==> config.mk <==
export PLATFORM = sky130hd
export DESIGN_NAME = decimal_literal_parser
export DESIGN_NICKNAME = d
export VERILOG_FILES = /design/src/rtl/dlp_pkg.sv /design/src/rtl/dlp_front.sv /design/src/rtl/dlp_queue.sv /design/src/rtl/dlp_back.sv /design/src/rtl/decimal_literal_parser.sv
export SDC_FILE = /design/constraint.sdc
export NUM_CORES = 1
export LEC_CHECK = 0
export ABC_AREA = 1
export BUFFER_PORTS_ARGS = -buffer_cell sky130_fd_sc_hd__buf_4
export CORE_MARGIN = 3
export CORE_UTILIZATION = 59
export CTS_CLUSTER_SIZE = 8
export DETAILED_ROUTE_END_ITERATION = 7
export PLACE_DENSITY_LB_ADDON = 0.15
export SETUP_SLACK_MARGIN = 0.05
export SYNTH_ARGS = -nofsm -noshare
export SYNTH_HDL_FRONTEND = slang
export SYNTH_SLANG_ARGS = --single-unit
==> constraint.sdc <==
create_clock -name clk -period 19.5 [get_ports clk]
set_input_delay 0 -clock clk [delete_from_list [all_inputs] [get_ports clk]]
set_output_delay 0 -clock clk [all_outputs]
set_load 0.02 [all_outputs]
==> src/rtl/dlp_pkg.sv <==
package dlp_pkg;

  // Character codes recognised by the scanner.
  localparam logic [7:0] CH_MINUS = 8'h2D;
  localparam logic [7:0] CH_POINT = 8'h2E;
  localparam logic [7:0] CH_SPACE = 8'h20;
  localparam logic [7:0] CH_TAB   = 8'h09;
  localparam logic [7:0] CH_ZERO  = 8'h30;
  localparam logic [7:0] CH_NINE  = 8'h39;

  localparam logic [1:0] ST_OK       = 2'd0;
  localparam logic [1:0] ST_INVALID  = 2'd1;
  localparam logic [1:0] ST_OVERFLOW = 2'd2;

  localparam logic [31:0] WHOLE_CAP = 32'h8000_0000;

  // Magnitude width before saturation: a whole part of up to 2^31 shifted by
  // the widest fraction field, plus a carry from rounding.
  localparam int MAG_W = 57;
  localparam logic [MAG_W-1:0] FIX_POS_LIM = MAG_W'(48'h7FFF_FFFF_FFFF);
  localparam logic [MAG_W-1:0] FIX_NEG_LIM = MAG_W'(48'h8000_0000_0000);

  typedef enum logic [2:0] {
    PH_IDLE    = 3'd0,
    PH_SIGN    = 3'd1,
    PH_INT     = 3'd2,
    PH_FRAC    = 3'd3,
    PH_DISCARD = 3'd4
  } phase_t;

  typedef enum logic [1:0] {
    BK_IDLE = 2'd0,
    BK_DIV  = 2'd1,
    BK_SUM  = 2'd2,
    BK_DONE = 2'd3
  } back_state_t;

  // One finished literal as handed from the scanner to the converter.
  typedef struct packed {
    logic        invalid;
    logic        minus;
    logic        point;
    logic        ovf;
    logic [31:0] whole;
    logic [29:0] frac;
    logic [3:0]  frac_cnt;
  } lit_rec_t;

  function automatic logic [29:0] pow10(input logic [3:0] n);
    logic [29:0] p;
    case (n)
      4'd0:    p = 30'd1;
      4'd1:    p = 30'd10;
      4'd2:    p = 30'd100;
      4'd3:    p = 30'd1000;
      4'd4:    p = 30'd10000;
      4'd5:    p = 30'd100000;
      4'd6:    p = 30'd1000000;
      4'd7:    p = 30'd10000000;
      4'd8:    p = 30'd100000000;
      default: p = 30'd1000000000;
    endcase
    return p;
  endfunction

endpackage

==> src/rtl/dlp_front.sv <==
module dlp_front #(
  parameter int MAX_FRAC_DIGITS = 9
) (
  input  logic             clk,
  input  logic             rst,
  input  logic             in_valid,
  output logic             in_ready,
  input  logic [7:0]       char_code,
  input  logic             end_of_text,
  input  logic             q_ready,
  output logic             push,
  output dlp_pkg::lit_rec_t rec
);

  dlp_pkg::phase_t phase, phase_next;
  logic        minus_seen, minus_seen_next;
  logic [31:0] whole_acc, whole_acc_next;
  logic [29:0] frac_acc, frac_acc_next;
  logic [3:0]  frac_cnt, frac_cnt_next;
  logic        point_seen, point_seen_next;
  logic        ovf_seen, ovf_seen_next;

  logic        accept;
  logic        is_blank;
  logic        digit_char;
  logic [3:0]  digit_val;
  logic [34:0] whole_prod;
  logic [33:0] frac_prod;
  logic        emit;

  assign in_ready   = q_ready;
  assign accept     = in_valid && in_ready;
  assign is_blank   = (char_code == dlp_pkg::CH_SPACE) || (char_code == dlp_pkg::CH_TAB);
  assign digit_char = char_code inside {[dlp_pkg::CH_ZERO:dlp_pkg::CH_NINE]};
  assign digit_val  = 4'(char_code - dlp_pkg::CH_ZERO);

  // Times ten as two shifts and an add.
  assign whole_prod = ({3'b0, whole_acc} << 3) + ({3'b0, whole_acc} << 1) + {31'b0, digit_val};
  assign frac_prod  = ({4'b0, frac_acc} << 3) + ({4'b0, frac_acc} << 1) + {30'b0, digit_val};

  always_comb begin
    phase_next      = phase;
    minus_seen_next = minus_seen;
    whole_acc_next  = whole_acc;
    frac_acc_next   = frac_acc;
    frac_cnt_next   = frac_cnt;
    point_seen_next = point_seen;
    ovf_seen_next   = ovf_seen;
    emit            = 1'b0;

    if (accept) begin
      if (is_blank) begin
        emit = (phase != dlp_pkg::PH_IDLE);
      end else begin
        case (phase)
          dlp_pkg::PH_IDLE, dlp_pkg::PH_SIGN, dlp_pkg::PH_INT: begin
            if (digit_char) begin
              if (whole_prod > {3'b0, dlp_pkg::WHOLE_CAP}) begin
                whole_acc_next = dlp_pkg::WHOLE_CAP;
                ovf_seen_next  = 1'b1;
              end else begin
                whole_acc_next = whole_prod[31:0];
              end
              phase_next = dlp_pkg::PH_INT;
            end else if (char_code == dlp_pkg::CH_POINT) begin
              point_seen_next = 1'b1;
              phase_next      = dlp_pkg::PH_FRAC;
            end else if (char_code == dlp_pkg::CH_MINUS && phase == dlp_pkg::PH_IDLE) begin
              minus_seen_next = 1'b1;
              phase_next      = dlp_pkg::PH_SIGN;
            end else begin
              phase_next = dlp_pkg::PH_DISCARD;
            end
          end
          dlp_pkg::PH_FRAC: begin
            if (digit_char) begin
              // Digits past the limit are dropped silently.
              if (frac_cnt < 4'(MAX_FRAC_DIGITS)) begin
                frac_acc_next = frac_prod[29:0];
                frac_cnt_next = frac_cnt + 4'd1;
              end
            end else begin
              phase_next = dlp_pkg::PH_DISCARD;
            end
          end
          dlp_pkg::PH_DISCARD: begin
          end
          default: begin
            phase_next = dlp_pkg::PH_IDLE;
          end
        endcase
        if (end_of_text) begin
          emit = 1'b1;
        end
      end
    end

    rec.invalid  = (phase_next == dlp_pkg::PH_DISCARD);
    rec.minus    = minus_seen_next;
    rec.point    = point_seen_next;
    rec.ovf      = ovf_seen_next;
    rec.whole    = whole_acc_next;
    rec.frac     = frac_acc_next;
    rec.frac_cnt = frac_cnt_next;
    push         = emit;

    if (emit) begin
      phase_next      = dlp_pkg::PH_IDLE;
      minus_seen_next = 1'b0;
      whole_acc_next  = '0;
      frac_acc_next   = '0;
      frac_cnt_next   = '0;
      point_seen_next = 1'b0;
      ovf_seen_next   = 1'b0;
    end
  end

  always_ff @(posedge clk) begin
    if (rst) begin
      phase      <= dlp_pkg::PH_IDLE;
      minus_seen <= 1'b0;
      whole_acc  <= '0;
      frac_acc   <= '0;
      frac_cnt   <= '0;
      point_seen <= 1'b0;
      ovf_seen   <= 1'b0;
    end else begin
      phase      <= phase_next;
      minus_seen <= minus_seen_next;
      whole_acc  <= whole_acc_next;
      frac_acc   <= frac_acc_next;
      frac_cnt   <= frac_cnt_next;
      point_seen <= point_seen_next;
      ovf_seen   <= ovf_seen_next;
    end
  end

`ifndef SYNTHESIS
  a_idle_clear: assert property (@(posedge clk) disable iff (rst)
    phase == dlp_pkg::PH_IDLE |-> whole_acc == '0 && frac_acc == '0 && frac_cnt == '0
      && !minus_seen && !point_seen && !ovf_seen)
    else $error("scanner idle with a partial literal held");
  a_frac_cnt: assert property (@(posedge clk) disable iff (rst)
    frac_cnt <= 4'(MAX_FRAC_DIGITS))
    else $error("fraction digit count beyond limit");
  a_whole_cap: assert property (@(posedge clk) disable iff (rst)
    whole_acc <= dlp_pkg::WHOLE_CAP)
    else $error("whole accumulator beyond saturation cap");
  a_push_on_accept: assert property (@(posedge clk) disable iff (rst)
    push |-> in_valid && in_ready)
    else $error("literal queued without a character transaction");
`endif

endmodule

==> src/rtl/dlp_queue.sv <==
module dlp_queue (
  input  logic              clk,
  input  logic              rst,
  input  logic              push,
  input  dlp_pkg::lit_rec_t push_rec,
  output logic              ready,
  output logic              q_valid,
  output dlp_pkg::lit_rec_t q_rec,
  input  logic              pop
);

  dlp_pkg::lit_rec_t entry [2];
  logic       wr_ptr;
  logic       rd_ptr;
  logic [1:0] fill;

  assign ready   = (fill != 2'd2);
  assign q_valid = (fill != 2'd0);
  assign q_rec   = entry[rd_ptr];

  always_ff @(posedge clk) begin
    if (push) begin
      entry[wr_ptr] <= push_rec;
    end
  end

  always_ff @(posedge clk) begin
    if (rst) begin
      wr_ptr <= 1'b0;
      rd_ptr <= 1'b0;
      fill   <= 2'd0;
    end else begin
      if (push) begin
        wr_ptr <= ~wr_ptr;
      end
      if (pop) begin
        rd_ptr <= ~rd_ptr;
      end
      if (push && !pop) begin
        fill <= fill + 2'd1;
      end else if (pop && !push) begin
        fill <= fill - 2'd1;
      end
    end
  end

`ifndef SYNTHESIS
  a_no_overrun: assert property (@(posedge clk) disable iff (rst)
    push |-> ready)
    else $error("literal pushed into a full queue");
  a_no_underrun: assert property (@(posedge clk) disable iff (rst)
    pop |-> q_valid)
    else $error("literal taken from an empty queue");
  a_fill_range: assert property (@(posedge clk) disable iff (rst)
    fill != 2'd3)
    else $error("queue fill count out of range");
`endif

endmodule

==> src/rtl/dlp_back.sv <==
module dlp_back #(
  parameter int FRAC_BITS = 16
) (
  input  logic               clk,
  input  logic               rst,
  input  logic               q_valid,
  input  dlp_pkg::lit_rec_t  q_rec,
  output logic               pop,
  output logic               out_valid,
  input  logic               out_ready,
  output logic               real_literal,
  output logic signed [31:0] integer_value,
  output logic signed [47:0] fixed_value,
  output logic [1:0]         parse_status
);

  localparam int QW = FRAC_BITS + 1;
  localparam int DW = 30 + FRAC_BITS + 1;
  localparam int CW = $clog2(QW);
  localparam int MW = dlp_pkg::MAG_W;

  dlp_pkg::back_state_t state, state_next;
  dlp_pkg::lit_rec_t    cur;
  logic [29:0]   rem;
  logic [QW-1:0] dvd_lo;
  logic [QW-1:0] quot;
  logic [CW-1:0] cnt;
  logic [47:0]   mag_r;
  logic [31:0]   ival_r;
  logic [1:0]    status_r;
  logic          real_r;
  logic          load_out;

  logic [29:0]   head_p;
  logic [DW-1:0] dividend;
  logic          need_div;
  logic [29:0]   cur_p;
  logic [30:0]   trial;
  logic          ge;
  logic [30:0]   diff;

  logic [MW-1:0] real_mag;
  logic [31:0]   int_lim;
  logic          int_clip;
  logic [31:0]   im;
  logic [MW-1:0] raw_mag;
  logic [MW-1:0] fix_lim;
  logic          fix_clip;
  logic [MW-1:0] sat_mag;
  logic [31:0]   sum_ival;
  logic          sum_ovf;

  // Rounded fraction: (F * 2^FRAC_BITS + 10^n / 2) / 10^n by restoring division.
  assign head_p   = dlp_pkg::pow10(q_rec.frac_cnt);
  assign dividend = (DW'(q_rec.frac) << FRAC_BITS) + DW'(head_p >> 1);
  assign need_div = !q_rec.invalid && q_rec.point && (q_rec.frac_cnt != 4'd0);

  assign cur_p = dlp_pkg::pow10(cur.frac_cnt);
  assign trial = {rem, dvd_lo[QW-1]};
  assign ge    = (trial >= {1'b0, cur_p});
  assign diff  = trial - {1'b0, cur_p};

  always_comb begin
    real_mag = (MW'(cur.whole) << FRAC_BITS) + MW'(quot);
    int_lim  = cur.minus ? dlp_pkg::WHOLE_CAP : (dlp_pkg::WHOLE_CAP - 32'd1);
    int_clip = (cur.whole > int_lim);
    im       = int_clip ? int_lim : cur.whole;
    raw_mag  = cur.point ? real_mag : (MW'(im) << FRAC_BITS);
    fix_lim  = cur.minus ? dlp_pkg::FIX_NEG_LIM : dlp_pkg::FIX_POS_LIM;
    fix_clip = (raw_mag > fix_lim);
    sat_mag  = fix_clip ? fix_lim : raw_mag;
    sum_ival = cur.point ? 32'd0 : (cur.minus ? (32'd0 - im) : im);
    sum_ovf  = cur.ovf || (!cur.point && int_clip) || fix_clip;
  end

  always_comb begin
    state_next = state;
    pop        = 1'b0;
    load_out   = 1'b0;
    case (state)
      dlp_pkg::BK_IDLE: begin
        if (q_valid) begin
          pop        = 1'b1;
          state_next = need_div ? dlp_pkg::BK_DIV : dlp_pkg::BK_SUM;
        end
      end
      dlp_pkg::BK_DIV: begin
        if (cnt == '0) begin
          state_next = dlp_pkg::BK_SUM;
        end
      end
      dlp_pkg::BK_SUM: begin
        state_next = dlp_pkg::BK_DONE;
      end
      dlp_pkg::BK_DONE: begin
        if (!out_valid || out_ready) begin
          load_out   = 1'b1;
          state_next = dlp_pkg::BK_IDLE;
        end
      end
      default: begin
        state_next = dlp_pkg::BK_IDLE;
      end
    endcase
  end

  always_ff @(posedge clk) begin
    if (rst) begin
      state <= dlp_pkg::BK_IDLE;
    end else begin
      state <= state_next;
    end
  end

  always_ff @(posedge clk) begin
    if (pop) begin
      cur    <= q_rec;
      rem    <= dividend[DW-1 -: 30];
      dvd_lo <= dividend[QW-1:0];
      quot   <= '0;
      cnt    <= CW'(QW - 1);
    end else if (state == dlp_pkg::BK_DIV) begin
      rem    <= ge ? diff[29:0] : trial[29:0];
      dvd_lo <= dvd_lo << 1;
      quot   <= {quot[QW-2:0], ge};
      cnt    <= cnt - CW'(1);
    end
    if (state == dlp_pkg::BK_SUM) begin
      if (cur.invalid) begin
        mag_r    <= '0;
        ival_r   <= '0;
        status_r <= dlp_pkg::ST_INVALID;
        real_r   <= 1'b0;
      end else begin
        mag_r    <= sat_mag[47:0];
        ival_r   <= sum_ival;
        status_r <= sum_ovf ? dlp_pkg::ST_OVERFLOW : dlp_pkg::ST_OK;
        real_r   <= cur.point;
      end
    end
    if (load_out) begin
      real_literal  <= real_r;
      integer_value <= ival_r;
      fixed_value   <= cur.minus ? (48'd0 - mag_r) : mag_r;
      parse_status  <= status_r;
    end
  end

  always_ff @(posedge clk) begin
    if (rst) begin
      out_valid <= 1'b0;
    end else if (load_out) begin
      out_valid <= 1'b1;
    end else if (out_ready) begin
      out_valid <= 1'b0;
    end
  end

`ifndef SYNTHESIS
  a_rem_below_divisor: assert property (@(posedge clk) disable iff (rst)
    state == dlp_pkg::BK_DIV |-> rem < cur_p)
    else $error("division remainder not below divisor");
  a_invalid_zero: assert property (@(posedge clk) disable iff (rst)
    out_valid && parse_status == dlp_pkg::ST_INVALID |->
      fixed_value == '0 && integer_value == '0 && !real_literal)
    else $error("invalid literal carries a value");
  a_done_loads: assert property (@(posedge clk) disable iff (rst)
    state == dlp_pkg::BK_DONE && !out_valid |=> out_valid)
    else $error("finished literal not moved to the output register");
`endif

endmodule

==> src/rtl/decimal_literal_parser.sv <==
// Channel  | Handshake            | Payload
// ---------+----------------------+---------------------------------------------------
// input    | in_valid / in_ready  | char_code, end_of_text
// output   | out_valid/out_ready  | real_literal, integer_value, fixed_value, parse_status
//
// The scanner takes one character per cycle while the two-entry literal queue has room.
// The converter sends an integer or invalid literal directly to its sum step and a real
// literal with fraction digits first through its one-bit-per-cycle restoring divider.
// A result waits in the output register while the converter works on the next literal.
// Reset clears the scanner, queue and converter control state; there is no clearing pass.
module decimal_literal_parser #(
  parameter int FRAC_BITS       = 16,
  parameter int MAX_FRAC_DIGITS = 9
) (
  input  logic               clk,
  input  logic               rst,
  input  logic               in_valid,
  output logic               in_ready,
  input  logic [7:0]         char_code,
  input  logic               end_of_text,
  output logic               out_valid,
  input  logic               out_ready,
  output logic               real_literal,
  output logic signed [31:0] integer_value,
  output logic signed [47:0] fixed_value,
  output logic [1:0]         parse_status
);

  logic              q_ready;
  logic              push;
  dlp_pkg::lit_rec_t push_rec;
  logic              q_valid;
  dlp_pkg::lit_rec_t q_rec;
  logic              pop;

  dlp_front #(
    .MAX_FRAC_DIGITS(MAX_FRAC_DIGITS)
  ) u_front (
    .clk        (clk),
    .rst        (rst),
    .in_valid   (in_valid),
    .in_ready   (in_ready),
    .char_code  (char_code),
    .end_of_text(end_of_text),
    .q_ready    (q_ready),
    .push       (push),
    .rec        (push_rec)
  );

  dlp_queue u_queue (
    .clk     (clk),
    .rst     (rst),
    .push    (push),
    .push_rec(push_rec),
    .ready   (q_ready),
    .q_valid (q_valid),
    .q_rec   (q_rec),
    .pop     (pop)
  );

  dlp_back #(
    .FRAC_BITS(FRAC_BITS)
  ) u_back (
    .clk          (clk),
    .rst          (rst),
    .q_valid      (q_valid),
    .q_rec        (q_rec),
    .pop          (pop),
    .out_valid    (out_valid),
    .out_ready    (out_ready),
    .real_literal (real_literal),
    .integer_value(integer_value),
    .fixed_value  (fixed_value),
    .parse_status (parse_status)
  );

endmodule

=== After elaboration in Yosys (flattened, before gate mapping) ===
Memories as Yosys holds them, arrays and structs flattened. A register that Yosys moved wholly into a read port is not among the register bits.
Index checks and enable logic that the tools add are counted.

* Add/sub/neg operators: 14
* Multiply operators: 0
* Divide/modulo/power cells: 0
* Magnitude comparators: 7
* Equal/unequal tests: 16
* Shift operators: 0
* Multiplexer cells: 72
* Bitwise operators: 2
* Reduce and logical (&&, ||, !) cells: 30

{| class="wikitable"
|+ Operator list
! operator !! count
|-
| $mux 32 || 8
|-
| $mux 30 || 8
|-
| $mux 48 || 3
|-
| $gt 57x48->1 || 1
|-
| $add 48x17->49 || 1
|-
| $mux 49 || 1
|-
| $sub 1x48->48 const A || 1
|-
| $add 46x29->47 || 1
|-
| $add 35x33->35 || 1
|-
| $add 35x4->35 || 1
|-
| $gt 35x32->1 const B || 1
|-
| $mux 17 || 2
|-
| $gt 32x32->1 || 1
|-
| $sub 1x32->32 const A || 1
|-
| $ge 31x30->1 || 1
|-
| $add 30x30->30 || 1
|-
| $add 30x4->30 || 1
|-
| $sub 30x30->30 || 1
|-
| $mux 1 || 29
|-
| $eq 8x6->1 const B || 3
|-
| $mux 4 || 6
|-
| $mux 3 || 6
|-
| $mux 2 || 7
|-
| $pmux 3 s3 || 1
|-
| 30 further kinds || 54
|}

* Register bits: 354
* Latch bits: 0
* Bits in writable memories: 140
* ROM bits: 960
* Bits of input ports: 13
* Logic and storage cells: 174
* Memories kept: 3

{| class="wikitable"
|+ Memories
! memory !! depth !! bits a word !! read ports !! clocked after memory_dff !! write ports !! RTL line !! RTL
|-
| (name not given) || 16 || 30 || 1 || 1 || 0 || dlp_pkg.sv:51 || <nowiki>case (n)</nowiki>
|-
| (name not given) || 16 || 30 || 1 || 0 || 0 || dlp_pkg.sv:51 ||
|-
| u_queue.entry || 2 || 70 || 1 || 1 || 1 || dlp_queue.sv:12 || <nowiki>dlp_pkg::lit_rec_t entry [2];</nowiki>
|}

=== Depth between registers and ports, before layout ===
* Depth in word-level cells: 9
* Depth in mapped cells: 36
* Gate-level depth less buffers: 32

=== Modules after synthesis ===
A second synthesis with hierarchy kept.

* Cells, all modules: 3948
* Area total of the unflattened synthesis: 33290.7 sq um

{| class="wikitable"
|+ By module, submodules not included
! module !! times used !! cells each !! area each (sq um) !! sequential area each (sq um)
|-
| dlp_back || 1 || 2309 || 19248.5 || 8558.2
|-
| dlp_front || 1 || 1388 || 8409.3 || 1441.4
|-
| dlp_queue || 1 || 251 || 5632.9 || 4304.1
|}

=== Least setup slack after synthesis ===
OpenSTA, ideal clock, no wires.

* Path type: register to register
* Start point: register u_back.cur[68] in the netlist's numbering
* End point: register u_back.mag_r[40] (data pin)
* Library setup time: 0.276 ns
* Arrival time: 6.011 ns
* Data required time: 19.224 ns
* Path slack: 13.213 ns
* Stages on the path, launching flop included: 28
* Cells stage by stage: edfxtp_1 -> clkinv_1 -> clkbuf_1 -> ha_1 -> nand2_1 -> nor2_1 -> nand2_1 -> nor2_1 -> nand2_1 -> nand3_1 -> clkbuf_1 -> nand2_1 -> o21ai_0 -> ha_1 -> nand2_1 -> inv_1 -> o21ai_0 -> nand2_1 -> o21ai_0 -> o211ai_1 -> nand4_1 -> nand3_2 -> nand2_4 -> inv_2 -> nand2_4 -> buf_8 -> buf_12 -> a21oi_2

* Cells in the longest elaborated chain, start to end: 6
* Elaborated cells between the ends (all ways): 7

{| class="wikitable"
|+ Ends and longest elaborated chain
! what !! RTL line !! RTL
|-
| start: declaration || dlp_back.sv:23 || <nowiki>dlp_pkg::lit_rec_t cur;</nowiki>
|-
| start signal: assignment || dlp_back.sv:117 || <nowiki>cur <= q_rec;</nowiki>
|-
| $mux 32 || dlp_back.sv:65 || <nowiki>int_lim = cur.minus ? dlp_pkg::WHOLE_CAP : (dlp_pkg::WHOLE_CAP - 32'd1);</nowiki>
|-
| $gt 32x32->1 || dlp_back.sv:66 || <nowiki>int_clip = (cur.whole > int_lim);</nowiki>
|-
| $mux 32 || dlp_back.sv:67 || <nowiki>im = int_clip ? int_lim : cur.whole;</nowiki>
|-
| $mux 49 || dlp_back.sv:68 || <nowiki>raw_mag = cur.point ? real_mag : (MW'(im) << FRAC_BITS);</nowiki>
|-
| $gt 57x48->1 || dlp_back.sv:70 || <nowiki>fix_clip = (raw_mag > fix_lim);</nowiki>
|-
| $mux 48 (*) || dlp_back.sv:71 || <nowiki>sat_mag = fix_clip ? fix_lim : raw_mag;</nowiki>
|-
| end signal: assignment || dlp_back.sv:135 || <nowiki>mag_r <= sat_mag[47:0];</nowiki>
|-
| end: declaration || dlp_back.sv:28 || <nowiki>logic [47:0] mag_r;</nowiki>
|}

Mark *: on every way between the ends. The rest lies on a longest branch, timed or not.
A chain may end at the register's enable or synchronous reset.

=== Final worst setup path ===
* Start point: register u_back.cur[68] in the netlist's numbering
* End point: register u_back.mag_r[0] (data pin)

The elaborated chain is that of the path after synthesis.

==> metrics.md <==
| Metric | Value |
|---|---|
| Status | `finished, final reports clean` |
| Area grow syn2layout | `11.4%` |
| CP startpoint kind | `register` |
| Core area | `0.0531 mm2` |
| Max incr delay on CP | `0.69 ns` |
| Critical Path End | `u_back.mag_r[0]$_SDFFCE_PP0P_` |
| IO Pins | `98` |
| Nets | `4106` |
| Crit-path max FO | `67` |
| Hold Crit Class | `in -> reg` |
| Crit path time final | `6.28 ns` |
| CTS tree | `done` |
| Global route overflow | `0` |
| Reg2reg setup slack | `13.22 ns` |
| WHS Path Cells | `5` |
| Placed Cells incl. Taps | `4421` |
| Fin. Hold Viols | `0` |
| Most used cell, CP | `nand2_1` |
| Finished Core Util | `0.670` |
| ANT cells | `0` |
| Worst EP required | `19.82 ns` |
| Largest net degree at the start of global routing | `84` |
| Layout cells sized above 1 | `0.0924` |
| Placed wire-length estimate | `53800 um` |
| CP startpoint | `u_back.cur[68]$_DFFE_PP_` |
| Routability Congestion | `1.03` |
| WL per Instance | `16.0 um` |
| First-pass detailed-route iteration total | `6` |
| First-pass GRT wire length | `119000 um` |
| Iter 0 DRT Violations | `2234` |
| Starting Density | `0.601` |
| Post-Syn Nets | `3987` |
| Clk slew on worst S/H paths | `0.06 ns` |
| Post-Place Worst Slack | `13.27 ns` |
| Antenna viol nets, final | `0` |
| Tcrit/Tclk final | `0.322` |
| R2R Path Start | `u_back.cur[68]$_DFFE_PP_` |
| Syn avg cell area | `8.61 um2` |
| Routed wire length | `73000 um` |
| Worst Skew | `0.0276 ns` |
| Slew @ Worst Pin | `1.21 ns` |
| Vias | `25024` |
| Register area share after synthesis | `0.448` |
| Core Rows | `84` |
| Finished Layout Cells | `4561` |
| Max H-tree Level | `3` |
| CTS Buf Count | `75` |
| Post-route setup slack | `13.22 ns` |
| Crit path buffers/inverters | `6` |
| GRT Total Usage | `0.257` |
| Clock latency on the worst-skew pair | `0.60 ns` |
| Relative slew slack | `0.194` |
| # port buffers | `97` |
| Drt via density | `5.49` |
| Ys async rst share | `0` |
| Die footprint | `0.0569 mm2` |
| # DRC | `0` |
| Clock Tree Buf Depth | `3` |
| Max Cap Viol | `0` |
| Synth unique cells | `63` |
| Post-synth top flop | `edfxtp_1` |
| Final Max Slew Viols | `0` |
| Setup Viol. Count Final | `0` |
| Worst Setup End Kind | `register` |
| Die Ht | `239 um` |
| CP Class | `reg -> reg` |
| Clk root buf | `clkbuf_16` |
| Cell area after synthesis | `0.0319 mm2` |
| RSZ-0062 raised after global routing | `false` |
| RR Endpoint | `u_back.mag_r[0]$_SDFFCE_PP0P_` |
| Final setup TNS | `0 ns` |
| Initial antenna violation count | `1` |
| DIE WIDTH | `239 um` |
| EDFF count, synth | `393` |
| Vias in the first global route | `23581` |
| Leak | `16.1 nW` |
| Reg2Reg Depth | `32` |
| Syn Inst Count | `3704` |
| Area occupied by multi-input gates | `0.0154 mm2` |
| CP max-delay cell | `nand2_1` |
| Seq cells post-synth | `518` |
| Power Density | `158 mW/mm2` |
| Worst vdd ir | `132 uV` |
| TritonCTS Sinks | `518` |
| Levels on crit path | `32` |
| Post-CTS Resized | `0` |
| Synth warnings | `0` |
| Fillers | `4338` |
| F_max | `0.159 GHz` |
| CP top delay family | `simple AND/OR/NAND/NOR gates` |
| Register area | `0.0143 mm2` |
| Worst EP arrival | `6.60 ns` |
-- worst min path at each step --
stage,start,end,slack [ns]
5_1_grt,char_code[2],u_front.frac_acc[2]$_SDFF_PP0_,0.11
3_3_place_gp,rst,u_back.out_valid$_SDFFE_PP0P_,0.22
2_1_floorplan,rst,u_back.out_valid$_SDFFE_PP0P_,0.07
4_1_cts,char_code[2],u_front.frac_acc[2]$_SDFF_PP0_,0.03
6_report,char_code[2],u_front.frac_acc[2]$_SDFF_PP0_,0.05
3_5_place_dp,rst,u_back.out_valid$_SDFFE_PP0P_,0.22
-- per-layer routing --
layer / GRT usage / vias to the layer above / share of wire
met5: 0 / - / 0
met4: 0.0898 / 0 / 0.030
met3: 0.0341 / 136 / 0.057
met2: 0.390 / 730 / 0.43
met1: 0.381 / 11359 / 0.49
li1: - / 12799 / -
-- worst reg2reg max path: cells and delay by family (launching register included) --
kind	cells	cell delay (ns)
AOI/OAI and AO/OA	5	0.96
and+or+nand+nor	19	2.82
buffers and inverters	6	1.29
adders and majority gates	2	0.59
DFF	1	0.31
-- cell families (layout without fill, tap and decap cells) --
family	count (synthesis)	after routing	synth area share
xor gates and xnor gates	138	138	0.0379
DFF	518	518	0.448
and+or+nand+nor	1474	1474	0.194
adders and majority gates	270	270	0.107
AOI/OAI and AO/OA	687	687	0.120
buffers and inverters	554	723	0.0703
muxes	63	63	0.0216
-- synthesized netlist by cell type (22+ instances only) --
| master | n | area [um2] |
|---|---|---|
| nand2_1 | 749 | 2810 |
| nand2_2 | 24 | 150 |
| a21oi_1 | 277 | 1390 |
| dfxtp_1 | 125 | 2500 |
| nor3_1 | 56 | 280 |
| clkbuf_1 | 46 | 173 |
| edfxtp_1 | 393 | 11800 |
| xor2_1 | 76 | 666 |
| nand3_1 | 122 | 611 |
| nor2_1 | 404 | 1520 |
| o21ai_0 | 244 | 1220 |
| xnor2_1 | 62 | 543 |
| mux2_2 | 47 | 529 |
| a21oi_2 | 30 | 263 |
| ha_1 | 264 | 3300 |
| inv_1 | 456 | 1710 |
| nand4_1 | 46 | 288 |
| or2_2 | 22 | 138 |
-- report_power, final --
group | internal, mW | switching, mW | total (mW)
clock | 0.740 | 0.462 | 1.20
sequential | 1.59 | 0.140 | 1.73
combinational | 0.885 | 1.80 | 2.68
total | 3.22 | 2.40 | 5.62
-- state kept, by name, indices dropped and copies added, names as in the netlist, 3 cells and up, named ones only --
register and count:
u_back.cnt 5, u_back.cur 40, u_back.cur_p 23, u_back.dvd_lo 17, u_back.fixed_value 48, u_back.integer_value 32
u_back.ival_r 32, u_back.mag_r 48, u_back.quot 17, u_back.rem 30, u_front.frac_acc 30, u_front.frac_cnt 4
u_front.phase 3, u_front.whole_acc 32, u_queue.entry 140
-- stage by stage --
stage	hold slack, ns	instance area [um2]	power (mW)
finish	0.0524	35500	5.62
global route	0.110	35500	6.06
CTS	0.0275	35500	5.61
detailed placement	0.223	33200	4.38
global placement	0.224	33200	4.35
floorplan	0.0691	31900	3.79
-- cell usage in the layout, fill, tap and decap left out, types with 5 or more instances in the layout --
master	n
dlygate4sd3_1	13
xnor2_1	62
o21ai_0	244
a21oi_2	30
clkbuf_1	43
fa_1	6
nor2_1	401
inv_1	455
nand2_1	748
mux2i_1	16
o21a_1	14
a21boi_0	6
nor3_1	56
buf_4	120
nand2_2	25
dfxtp_1	124
o21ai_1	20
edfxtp_1	393
nor2_2	5
or2_2	22
o211ai_1	12
a21oi_1	275
mux2_2	47
clkbuf_16	78
nand3_1	122
a21o_1	8
a22oi_1	19
xor2_1	76
o21bai_1	11
a31oi_1	18
o31ai_1	6
nor4_1	17
ha_1	263
nand4_1	46
nand3b_1	8
nor2_4	5
a211oi_1	5
-- layout make-up --
cell class	count	area share
multi-input cells	2632	0.434
flip-flops and latches	518	0.403
clock buffers	122	0.0599
inverters	463	0.0489
repair buffers	133	0.0290
well taps	688	0.0242
clock inverters	5	0.00173
-- repair_timing --
| action | 4_1_cts | 5_1_grt |
|---|---|---|
| endpoints found under the hold margin | 26 | 0 |
| setup buffers | 0 | 0 |
| hold buffers | 13 | 0 |
Note: power is estimated with default switching activity, not from simulation.
